[config.mk]
export PLATFORM = sky130hd
export DESIGN_NAME = key_value_table
export DESIGN_NICKNAME = d
export VERILOG_FILES = /design/src/design/kvt_pkg.sv /design/src/design/kvt_ram.sv /design/src/design/kvt_ctrl.sv /design/src/design/key_value_table.sv
export SDC_FILE = /design/constraint.sdc
export NUM_CORES = 2
export LEC_CHECK = 0
export BUFFER_PORTS_ARGS = -buffer_cell sky130_fd_sc_hd__buf_2
export CAP_MARGIN = 30
export CORE_MARGIN = 2
export CORE_UTILIZATION = 28
export CTS_BUF_LIST = sky130_fd_sc_hd__clkbuf_8
export DETAILED_ROUTE_END_ITERATION = 10
export SLEW_MARGIN = 20
export SYNTH_ARGS = -nofsm -noshare
export SYNTH_HDL_FRONTEND = slang
export SYNTH_SLANG_ARGS = --single-unit
[constraint.sdc]
create_clock -name clk -period 6.6 [get_ports clk]
set_input_delay 1.32 -clock clk [delete_from_list [all_inputs] [get_ports clk]]
set_output_delay 1.32 -clock clk [all_outputs]
set_load 0.01 [all_outputs]
[src/design/kvt_pkg.sv]
package kvt_pkg;

	// table geometry
	localparam int TABLE_DEPTH = 64;
	localparam int IDX_W       = (TABLE_DEPTH > 1) ? $clog2(TABLE_DEPTH) : 1;
	localparam int CNT_W       = $clog2(TABLE_DEPTH + 1);
	localparam int DATA_W      = 32;
	localparam int ENTRY_W     = 2 * DATA_W;

	typedef enum logic [1:0] {
		CMD_SET    = 2'd0,
		CMD_GET    = 2'd1,
		CMD_UPDATE = 2'd2,
		CMD_EXIST  = 2'd3
	} cmd_t;

	typedef enum logic [1:0] {
		ST_IDLE,
		ST_SCAN,
		ST_RESULT
	} state_t;

	typedef struct packed {
		logic                     rejected;
		logic                     found;
		logic signed [DATA_W-1:0] read_value;
	} result_t;

endpackage

[src/design/kvt_ram.sv]
module kvt_ram #(
	parameter int WIDTH = 64,
	parameter int DEPTH = 64,
	parameter int AW    = (DEPTH > 1) ? $clog2(DEPTH) : 1
) (
	input  logic             clk,
	input  logic             wr_en,
	input  logic [AW-1:0]    wr_addr,
	input  logic [WIDTH-1:0] wr_data,
	input  logic             rd_en,
	input  logic [AW-1:0]    rd_addr,
	output logic [WIDTH-1:0] rd_data
);

	logic [WIDTH-1:0] mem [DEPTH];

	// write port
	always_ff @(posedge clk) begin
		if (wr_en) begin
			mem[wr_addr] <= wr_data;
		end
	end

	// registered read port
	always_ff @(posedge clk) begin
		if (rd_en) begin
			rd_data <= mem[rd_addr];
		end
	end

endmodule

[src/design/kvt_ctrl.sv]
module kvt_ctrl import kvt_pkg::*; (
	input  logic                     clk,
	input  logic                     arst_n,
	// input item
	input  logic                     in_valid,
	output logic                     in_ready,
	input  cmd_t                     command,
	input  logic signed [DATA_W-1:0] key,
	input  logic signed [DATA_W-1:0] value,
	// table memory
	output logic                     mem_wr_en,
	output logic [IDX_W-1:0]         mem_wr_addr,
	output logic [ENTRY_W-1:0]       mem_wr_data,
	output logic                     mem_rd_en,
	output logic [IDX_W-1:0]         mem_rd_addr,
	input  logic [ENTRY_W-1:0]       mem_rd_data,
	// result hand-off to the output register
	input  logic                     out_free,
	output logic                     res_load,
	output result_t                  res
);

	state_t                   state_q, state_d;
	logic [CNT_W-1:0]         fill_q;
	logic [CNT_W-1:0]         rd_idx_q;
	cmd_t                     cmd_q;
	logic signed [DATA_W-1:0] key_q;
	logic signed [DATA_W-1:0] value_q;
	logic                     pend_s1;
	logic [IDX_W-1:0]         addr_s1;
	result_t                  res_q;

	logic accept;
	logic full;
	logic issue;
	logic hit;
	logic miss;

	assign accept = in_valid && in_ready;
	assign full   = (fill_q == CNT_W'(TABLE_DEPTH));
	assign issue  = (state_q == ST_SCAN) && (rd_idx_q < fill_q);
	assign hit    = (state_q == ST_SCAN) && pend_s1 && (mem_rd_data[DATA_W-1:0] == key_q);
	assign miss   = (state_q == ST_SCAN) && pend_s1 && !hit && !issue;
	assign res    = res_q;

	// next state
	always_comb begin
		state_d = state_q;
		case (state_q)
			ST_IDLE: begin
				if (accept) begin
					if (command == CMD_SET || fill_q == '0) begin
						state_d = ST_RESULT;
					end else begin
						state_d = ST_SCAN;
					end
				end
			end
			ST_SCAN: begin
				if (hit || miss) begin
					state_d = ST_RESULT;
				end
			end
			ST_RESULT: begin
				if (out_free) begin
					state_d = ST_IDLE;
				end
			end
			default: state_d = ST_IDLE;
		endcase
	end

	// memory strobes and handshake
	always_comb begin
		in_ready    = 1'b0;
		res_load    = 1'b0;
		mem_wr_en   = 1'b0;
		mem_wr_addr = fill_q[IDX_W-1:0];
		mem_wr_data = {value, key};
		mem_rd_en   = 1'b0;
		mem_rd_addr = rd_idx_q[IDX_W-1:0];
		case (state_q)
			ST_IDLE: begin
				in_ready  = 1'b1;
				mem_wr_en = in_valid && (command == CMD_SET) && !full;
			end
			ST_SCAN: begin
				mem_rd_en = issue;
				if (hit && cmd_q == CMD_UPDATE) begin
					mem_wr_en   = 1'b1;
					mem_wr_addr = addr_s1;
					mem_wr_data = {value_q, key_q};
				end
			end
			ST_RESULT: begin
				res_load = out_free;
			end
			default: ;
		endcase
	end

	// control registers
	always_ff @(posedge clk or negedge arst_n) begin
		if (!arst_n) begin
			state_q  <= ST_IDLE;
			fill_q   <= '0;
			rd_idx_q <= '0;
			pend_s1  <= 1'b0;
		end else begin
			state_q <= state_d;
			pend_s1 <= issue;
			if (accept) begin
				rd_idx_q <= '0;
			end else if (issue) begin
				rd_idx_q <= rd_idx_q + CNT_W'(1);
			end
			// count appended entries
			if (accept && command == CMD_SET && !full) begin
				fill_q <= fill_q + CNT_W'(1);
			end
		end
	end

	// item and result payload
	always_ff @(posedge clk) begin
		addr_s1 <= rd_idx_q[IDX_W-1:0];
		if (accept) begin
			cmd_q   <= command;
			key_q   <= key;
			value_q <= value;
			res_q   <= '{rejected: (command == CMD_SET) && full, found: 1'b0, read_value: '0};
		end else if (hit) begin
			res_q.found <= 1'b1;
			if (cmd_q == CMD_GET) begin
				res_q.read_value <= mem_rd_data[ENTRY_W-1:DATA_W];
			end
		end
	end

endmodule

[src/design/key_value_table.sv]
// Key-value table of up to 64 pairs of signed 32-bit keys and values, kept in
// insertion order in one synchronous memory. tuser selects the command: set
// appends a pair without a duplicate check (rejected when the table is full),
// get returns the value of the earliest matching key, update overwrites it, and
// exist reports a hit. Every transfer in gives exactly one transfer out. Get,
// update and exist read one entry per cycle through the single table read port
// and stop at the first match or after the last filled entry; on an empty table
// they skip the scan. A new item is taken as soon as the previous result has
// moved into the output register.
module key_value_table import kvt_pkg::*; (
	input  logic        clk,
	input  logic        arst_n,
	input  logic        s_tvalid,
	output logic        s_tready,
	input  logic [63:0] s_tdata,  // key[31:0], value[63:32]
	input  logic [1:0]  s_tuser,  // command[1:0]
	output logic        m_tvalid,
	input  logic        m_tready,
	output logic [31:0] m_tdata,  // read_value[31:0]
	output logic [1:0]  m_tuser   // found[0], rejected[1]
);

	logic               mem_wr_en;
	logic [IDX_W-1:0]   mem_wr_addr;
	logic [ENTRY_W-1:0] mem_wr_data;
	logic               mem_rd_en;
	logic [IDX_W-1:0]   mem_rd_addr;
	logic [ENTRY_W-1:0] mem_rd_data;
	logic               out_free;
	logic               res_load;
	result_t            res;

	logic               m_tvalid_q;
	logic [31:0]        m_tdata_q;
	logic [1:0]         m_tuser_q;

	kvt_ram #(
		.WIDTH (ENTRY_W),
		.DEPTH (TABLE_DEPTH)
	) u_ram (
		.clk     (clk),
		.wr_en   (mem_wr_en),
		.wr_addr (mem_wr_addr),
		.wr_data (mem_wr_data),
		.rd_en   (mem_rd_en),
		.rd_addr (mem_rd_addr),
		.rd_data (mem_rd_data)
	);

	kvt_ctrl u_ctrl (
		.clk         (clk),
		.arst_n      (arst_n),
		.in_valid    (s_tvalid),
		.in_ready    (s_tready),
		.command     (cmd_t'(s_tuser)),
		.key         (s_tdata[DATA_W-1:0]),
		.value       (s_tdata[ENTRY_W-1:DATA_W]),
		.mem_wr_en   (mem_wr_en),
		.mem_wr_addr (mem_wr_addr),
		.mem_wr_data (mem_wr_data),
		.mem_rd_en   (mem_rd_en),
		.mem_rd_addr (mem_rd_addr),
		.mem_rd_data (mem_rd_data),
		.out_free    (out_free),
		.res_load    (res_load),
		.res         (res)
	);

	assign out_free = !m_tvalid_q || m_tready;

	// output register: load a finished result, drop it once transferred
	always_ff @(posedge clk or negedge arst_n) begin
		if (!arst_n) begin
			m_tvalid_q <= 1'b0;
		end else if (res_load) begin
			m_tvalid_q <= 1'b1;
		end else if (m_tready) begin
			m_tvalid_q <= 1'b0;
		end
	end

	always_ff @(posedge clk) begin
		if (res_load) begin
			m_tdata_q <= res.read_value;
			m_tuser_q <= {res.rejected, res.found};
		end
	end

	assign m_tvalid = m_tvalid_q;
	assign m_tdata  = m_tdata_q;
	assign m_tuser  = m_tuser_q;

	// a result is never both a hit and a rejected set
	assert property (@(posedge clk) disable iff (!arst_n)
		m_tvalid |-> !(m_tuser[0] && m_tuser[1]))
		else $error("result flags found and rejected together");

	// a value is only returned on a hit
	assert property (@(posedge clk) disable iff (!arst_n)
		(m_tvalid && !m_tuser[0]) |-> (m_tdata == '0))
		else $error("nonzero read_value on a miss");

	// an update write-back never collides with the scan read
	assert property (@(posedge clk) disable iff (!arst_n)
		(mem_wr_en && mem_rd_en) |-> (mem_wr_addr != mem_rd_addr))
		else $error("table write and read at the same entry");

	// a result is only loaded when the output register can take it
	assert property (@(posedge clk) disable iff (!arst_n)
		res_load |-> (!m_tvalid || m_tready))
		else $error("result loaded over a pending transfer");

endmodule
# After elaboration in Yosys (flattened, before gate mapping)
# Memories as Yosys holds them, arrays and structs flattened. A register that Yosys moved wholly into a read port is not among the register bits.
# Index checks and enable logic that the tools add are counted.
# totals
register_bits	158
mem_bits_rw	4096
inputBits	70
output_inout_bits	36
word_cells	73
memories	1
# mem_list
memory	depth	width	read_ports	rd_ports_with_merged_regs	write_ports	line	source
u_ram.mem	64	64	1	1	1	kvt_ram.sv:15	logic [WIDTH-1:0] mem [DEPTH];
# op_classes
n_addsub	2
magnitude_cmp	1
n_eq_ne	9
mux	20
n_reduce_logical	26
# op_table
op	count
64-bit 2-to-1 mux	2
32-bit == test	1
7-bit by 1-bit adder with 7-bit output (second input constant)	2
7-bit 2-to-1 mux	2
1-bit logical AND	12
6-bit 2-to-1 mux	2
1-bit 2-to-1 mux	8
2-bit 2-to-1 mux	4
7-bit == test (second input constant)	1
7-bit logical NOT	1
7-bit less-than comparator	1
2-bit case mux with 3 select lines	1
2-bit by 1-bit == test with 1-bit output (second input constant)	2
2-bit == test (second input constant)	2
1-bit logical NOT	4
2-bit logical NOT	2
2-bit by 1-bit inequality test with 1-bit output (second input constant)	2
2-bit nonzero test	2
1-bit logical OR	3
3-bit AND reduction	1
2-bit inequality test (second input constant)	1
1-bit case mux with 2 select lines	1
2-bit AND reduction	1

# Logic depth before layout (Yosys ltp)
# logic_depth
ltp_word	9
ltp_mapped	10
mapped_depth_nobuf	8

# By module
# Synthesis repeated with hierarchy kept, for this count alone.
# hier_totals
hier_cells	7055
hier_area_um2	164007.3
# by_module_without_submodules
module	instances	cells_per_inst	area_each_um2	seq_area_each_um2
kvt_ram	1	6598	156989.3	124919.8
kvt_ctrl	1	420	5949.5	3218.1
key_value_table	1	37	1068.5	1046.0

# Worst setup path before layout
# Ideal clock, no wire load.
# synth_path
path_type	input -> register
startpoint	input port s_tvalid
endpoint	memory u_ram.mem[25][0], enable pin
setup_time_ps	564
arrival_ps	6891
required_ps	6036
setup_slack_ps	-856
path_stages	6
path_buffers	0
cell_sequence	nand2_1 -> nor4b_2 -> nand2_1 -> o31ai_1 -> o21ai_1 -> nor3_1
# synth_between
elab_chain_cells	5
# synth_rtl
item	line	source
start: declaration	key_value_table.sv:13	input logic s_tvalid,
1-bit logical AND (2 in a row)	kvt_ctrl.sv:85	mem_wr_en = in_valid && (command == CMD_SET) && !full;
1-bit case mux with 2 select lines	kvt_ctrl.sv:82	case (state_q)
1-bit 2-to-1 mux	kvt_ram.sv:19	if (wr_en) begin
1-bit 2-to-1 mux (implied by the code)	kvt_ram.sv:20	mem[wr_addr] <= wr_data;
end: declaration	kvt_ram.sv:15	
# Every way passes these cells.

# Worst setup path after layout
# layout_path
startpoint	register u_ctrl.key_q[19]
endpoint	memory u_ram.mem[1][5], enable pin
# layout_between
elab_chain_cells	7
word_cells_on_any_way	9
classes_between	eq/ne: 1; mux: 6; reduce/logical: 2
# layout_rtl
item	line	source
start: declaration	kvt_ctrl.sv:27	logic signed [DATA_W-1:0] key_q;
start signal: assignment	kvt_ctrl.sv:129	key_q <= key;
32-bit == test (*)	kvt_ctrl.sv:42	assign hit = (state_q == ST_SCAN) && pend_s1 && (mem_rd_data[DATA_W-1:0] == key_q);
1-bit logical AND (*)	kvt_ctrl.sv:42	
1-bit logical AND (*)	kvt_ctrl.sv:89	if (hit && cmd_q == CMD_UPDATE) begin
1-bit 2-to-1 mux	kvt_ctrl.sv:89	
1-bit case mux with 2 select lines	kvt_ctrl.sv:82	
1-bit 2-to-1 mux	kvt_ram.sv:19	
1-bit 2-to-1 mux (implied by the code)	kvt_ram.sv:20	
# Every way passes the cells marked *; elsewhere a longest branch is shown, timed or not.

==> results.toml <==
[run_status]
status = "complete, no violations"

[final_layout]
area_delta_synth_final_pct = 15.2
num-fill-cells = 54212
drive_gt1_share_pct = 35.0
multi_input_area_um2 = 33400
seqCellArea_um2 = 129000
design_area_um2 = 188000
nets = 7206

[power]
seqPwrFrac_pct = 48.3
pwr-share-comb_pct = 19.6
intPower_mw = 46.7
p_leak_nw = 56.3
power.share.clock_pct = 32.1
power_density_nw_per_um2 = 341
vdd_ir_drop_max_uv = 299
p_sw_mw = 17.6
swShare_pct = 27.3
finalPower_mw = 64.3

[logic_synthesis]
synthDistinctLibCells = 46
synth_most_common_cell = "edfxtp_1"
synth_seq_area_share_pct = 79.0
syn_inst = 6414
synth_area_um2 = 164000
synthTopCellsByArea = "edfxtp_1 (78%), mux4_2 (19%), dfxtp_1 (0.48%)"
yosys.area.top_type = "edfxtp_1"
synth_edf_count = 4261
synth_common_cells = "edfxtp_1 (4261), mux4_2 (1344), clkbuf_1 (203)"
synth.net_count = 6493
synth_top_area_share_pct = 78.2
ys.flop_type = "edfxtp_1"
synthArstFlopShare_pct = 0.417
synth_seq_cells = 4318
ys_warn_count = 0
synth.avg_cell_area_um2 = 25.5

[global_routing]
grtUsageTotal_pct = 14.6
grt_pass1_wl_mm = 616
grt_max_degree = 124
grt_pass1_vias = 78691
overflow = 0
antenna_found_initial = 33

[drt]
wl_mm = 445
vias_per_cell = 4.95
initialDrtViolationCount = 9660
drcViolationCount = 0
postRouteAntennaNets = 0
first_pass_iters = 5
dr_total_vias = 76390
wl_per_cell_um = 28.9

[sta]
fin_crit_sh_pct = 75.0
fin_setup_tns_ps = 0
setup_violations = 0
rsz0062_at_grt = "no"
period_needed_ps = 4950
fmax_mhz = 202
worst-slew-pin-transition_ps = 1020
fin_ws_ps = 1650
final_max_slew_viol_count = 0
slew-limit-headroom_pct = 31.3
hold_viol_final = 0
clock-skew-final_ps = 94.6

[clock_network]
clock_path_buffers = 4
clk_latency_ps = 1220
root_buffer = "clkbuf_8"
numCtsBuffers = 672
cts_resized = 0
post-cts-setup-buffers = 0
htree_levels = 6
cts.clk_slew.worst_paths_ps = 80
cts_hold_buf = 0
clock_sinks = 4318
cts_tree = "done"

[worst_setup_path]
critPathKind = "flip-flop to flip-flop"
worst_setup_path_end_kind = "flip-flop"
worstPathMaxFanout = 33
worst-endpoint-arrival_ps = 5780
crit_path_start_kind = "flip-flop"
required_ps = 7430
reg2reg_depth = 11

[floorplan]
start_util_pct = 28.1
die_w_um = 768
rows = 280
dieArea_um2 = 590000
boundaryPins = 106
core_um2 = 582000
die_y_um = 768

[placement]
gp_congestion = 0.814
dpl-instance-area_um2 = 176000
hpwl_mm = 245
port_buffers = 105
place_ws_ps = 1810

[min_path]
min_path_type = "input pin to asynchronous set/reset pin"

[flow_run]
maxCapViolCount = 0
[final timing paths]
path	from	to	slack (ps)
hold / removal	arst_n	u_ctrl.fill_q[5]	170
setup / recovery	u_ctrl.key_q[19]	u_ram.mem[1][5]	1650
setup reg to reg	u_ctrl.key_q[19]	u_ram.mem[1][5]	1650
hold reg to reg	u_ctrl.res[3]	m_tdata[3]	420
min in group clk	s_tdata[50]	u_ctrl.value_q[18]	330
max in group asynchronous	arst_n	u_ctrl.rd_idx_q[0]	5770
[power by group through the flow]
stage / Combinational [mW] / Clock [mW] / Sequential, mW
2_1_floorplan: 8.60 / 0 / 31.4
3_3_place_gp: 12.7 / 0 / 31.6
3_5_place_dp: 12.8 / 0 / 31.7
4_1_cts: 12.8 / 21.1 / 31.1
5_1_grt: 13.2 / 22.2 / 31.1
6_report: 12.6 / 20.6 / 31.1
[logic make-up after synthesis]
| family | count (synthesis) | synth area share [%] |
|---|---|---|
| buffers and inverters | 351 | 0.914 |
| XOR/XNOR | 35 | 0.187 |
| adder cells (fa/ha/maj) | 9 | 0.0688 |
| AO/OA/AOI/OAI | 81 | 0.291 |
| flip-flops | 4318 | 79.0 |
| AND/OR/NAND/NOR | 209 | 0.599 |
| multiplexers | 1411 | 19.0 |
[placed cells by master, fill, tap and decap left out, types with 12 or more instances in the layout]
| master | instances |
|---|---|
| inv_6 | 12 |
| buf_4 | 157 |
| xnor2_1 | 28 |
| clkinv_2 | 67 |
| inv_1 | 227 |
| clkinvlp_4 | 17 |
| clkinv_1 | 178 |
| dfrtp_1 | 12 |
| a21oi_1 | 40 |
| edfxtp_1 | 4261 |
| buf_16 | 17 |
| mux2_2 | 46 |
| mux2_4 | 18 |
| nor3_2 | 48 |
| mux4_2 | 1344 |
| nor2_4 | 18 |
| buf_12 | 89 |
| nand2_1 | 77 |
| buf_2 | 105 |
| dfxtp_1 | 39 |
| inv_8 | 13 |
| clkbuf_8 | 679 |
| nor2_1 | 18 |
[sequential cells by signal, summed over array words and instances (netlist names), 2 cells and up]
name,cells
u_ctrl.state_q,2
u_ctrl.value_q,32
u_ctrl.addr_s1,6
u_ctrl.res,34
u_ram.rd_data,64
u_ctrl.key_q,32
u_ctrl.fill_q,7
u_ctrl.cmd_q,2
m_tuser,2
u_ram.mem,4096
u_ctrl.rd_idx_q,7
m_tdata,32
[cell type report]
class,instances,share of cell area [%]
repair buffers,371,2.11
diodes,11,0.0146
clock buffers,679,4.96
inverters,19,0.0445
flip-flops and latches,4318,68.5
well taps,7755,5.15
clock inverters,525,1.48
multi-input cells,1745,17.7
[critical path, stage by stage (launching register included)]
cell and delay [ps]:
edfxtp_1 390, xnor2_1 370, nand4_1 360, nor4b_1 420, nand4_1 550, nor2_4 620
buf_12 340, mux2i_2 110, buf_4 230, nor3_2 230, buf_4 510, buf_12 280
[through the flow]
stage / util [%] / cells / hold WS, ps
2_1_floorplan: - / 6414 / 368
3_3_place_gp: 30.2 / 14166 / 416
3_5_place_dp: 30.3 / 14195 / 417
4_1_cts: 32.3 / 15399 / 99.2
5_1_grt: 32.4 / 15414 / 188
6_report: 32.4 / 15423 / 172
[layer usage]
layer	wire length, um	GRT usage (%)	up-vias
met3	37600	2.94	723
met1	178000	19.5	42195
met5	61	0	-
met2	213000	23.8	3861
li1	-	-	29603
met4	16200	5.03	8
Note: power is estimated with default switching activity, not from simulation.
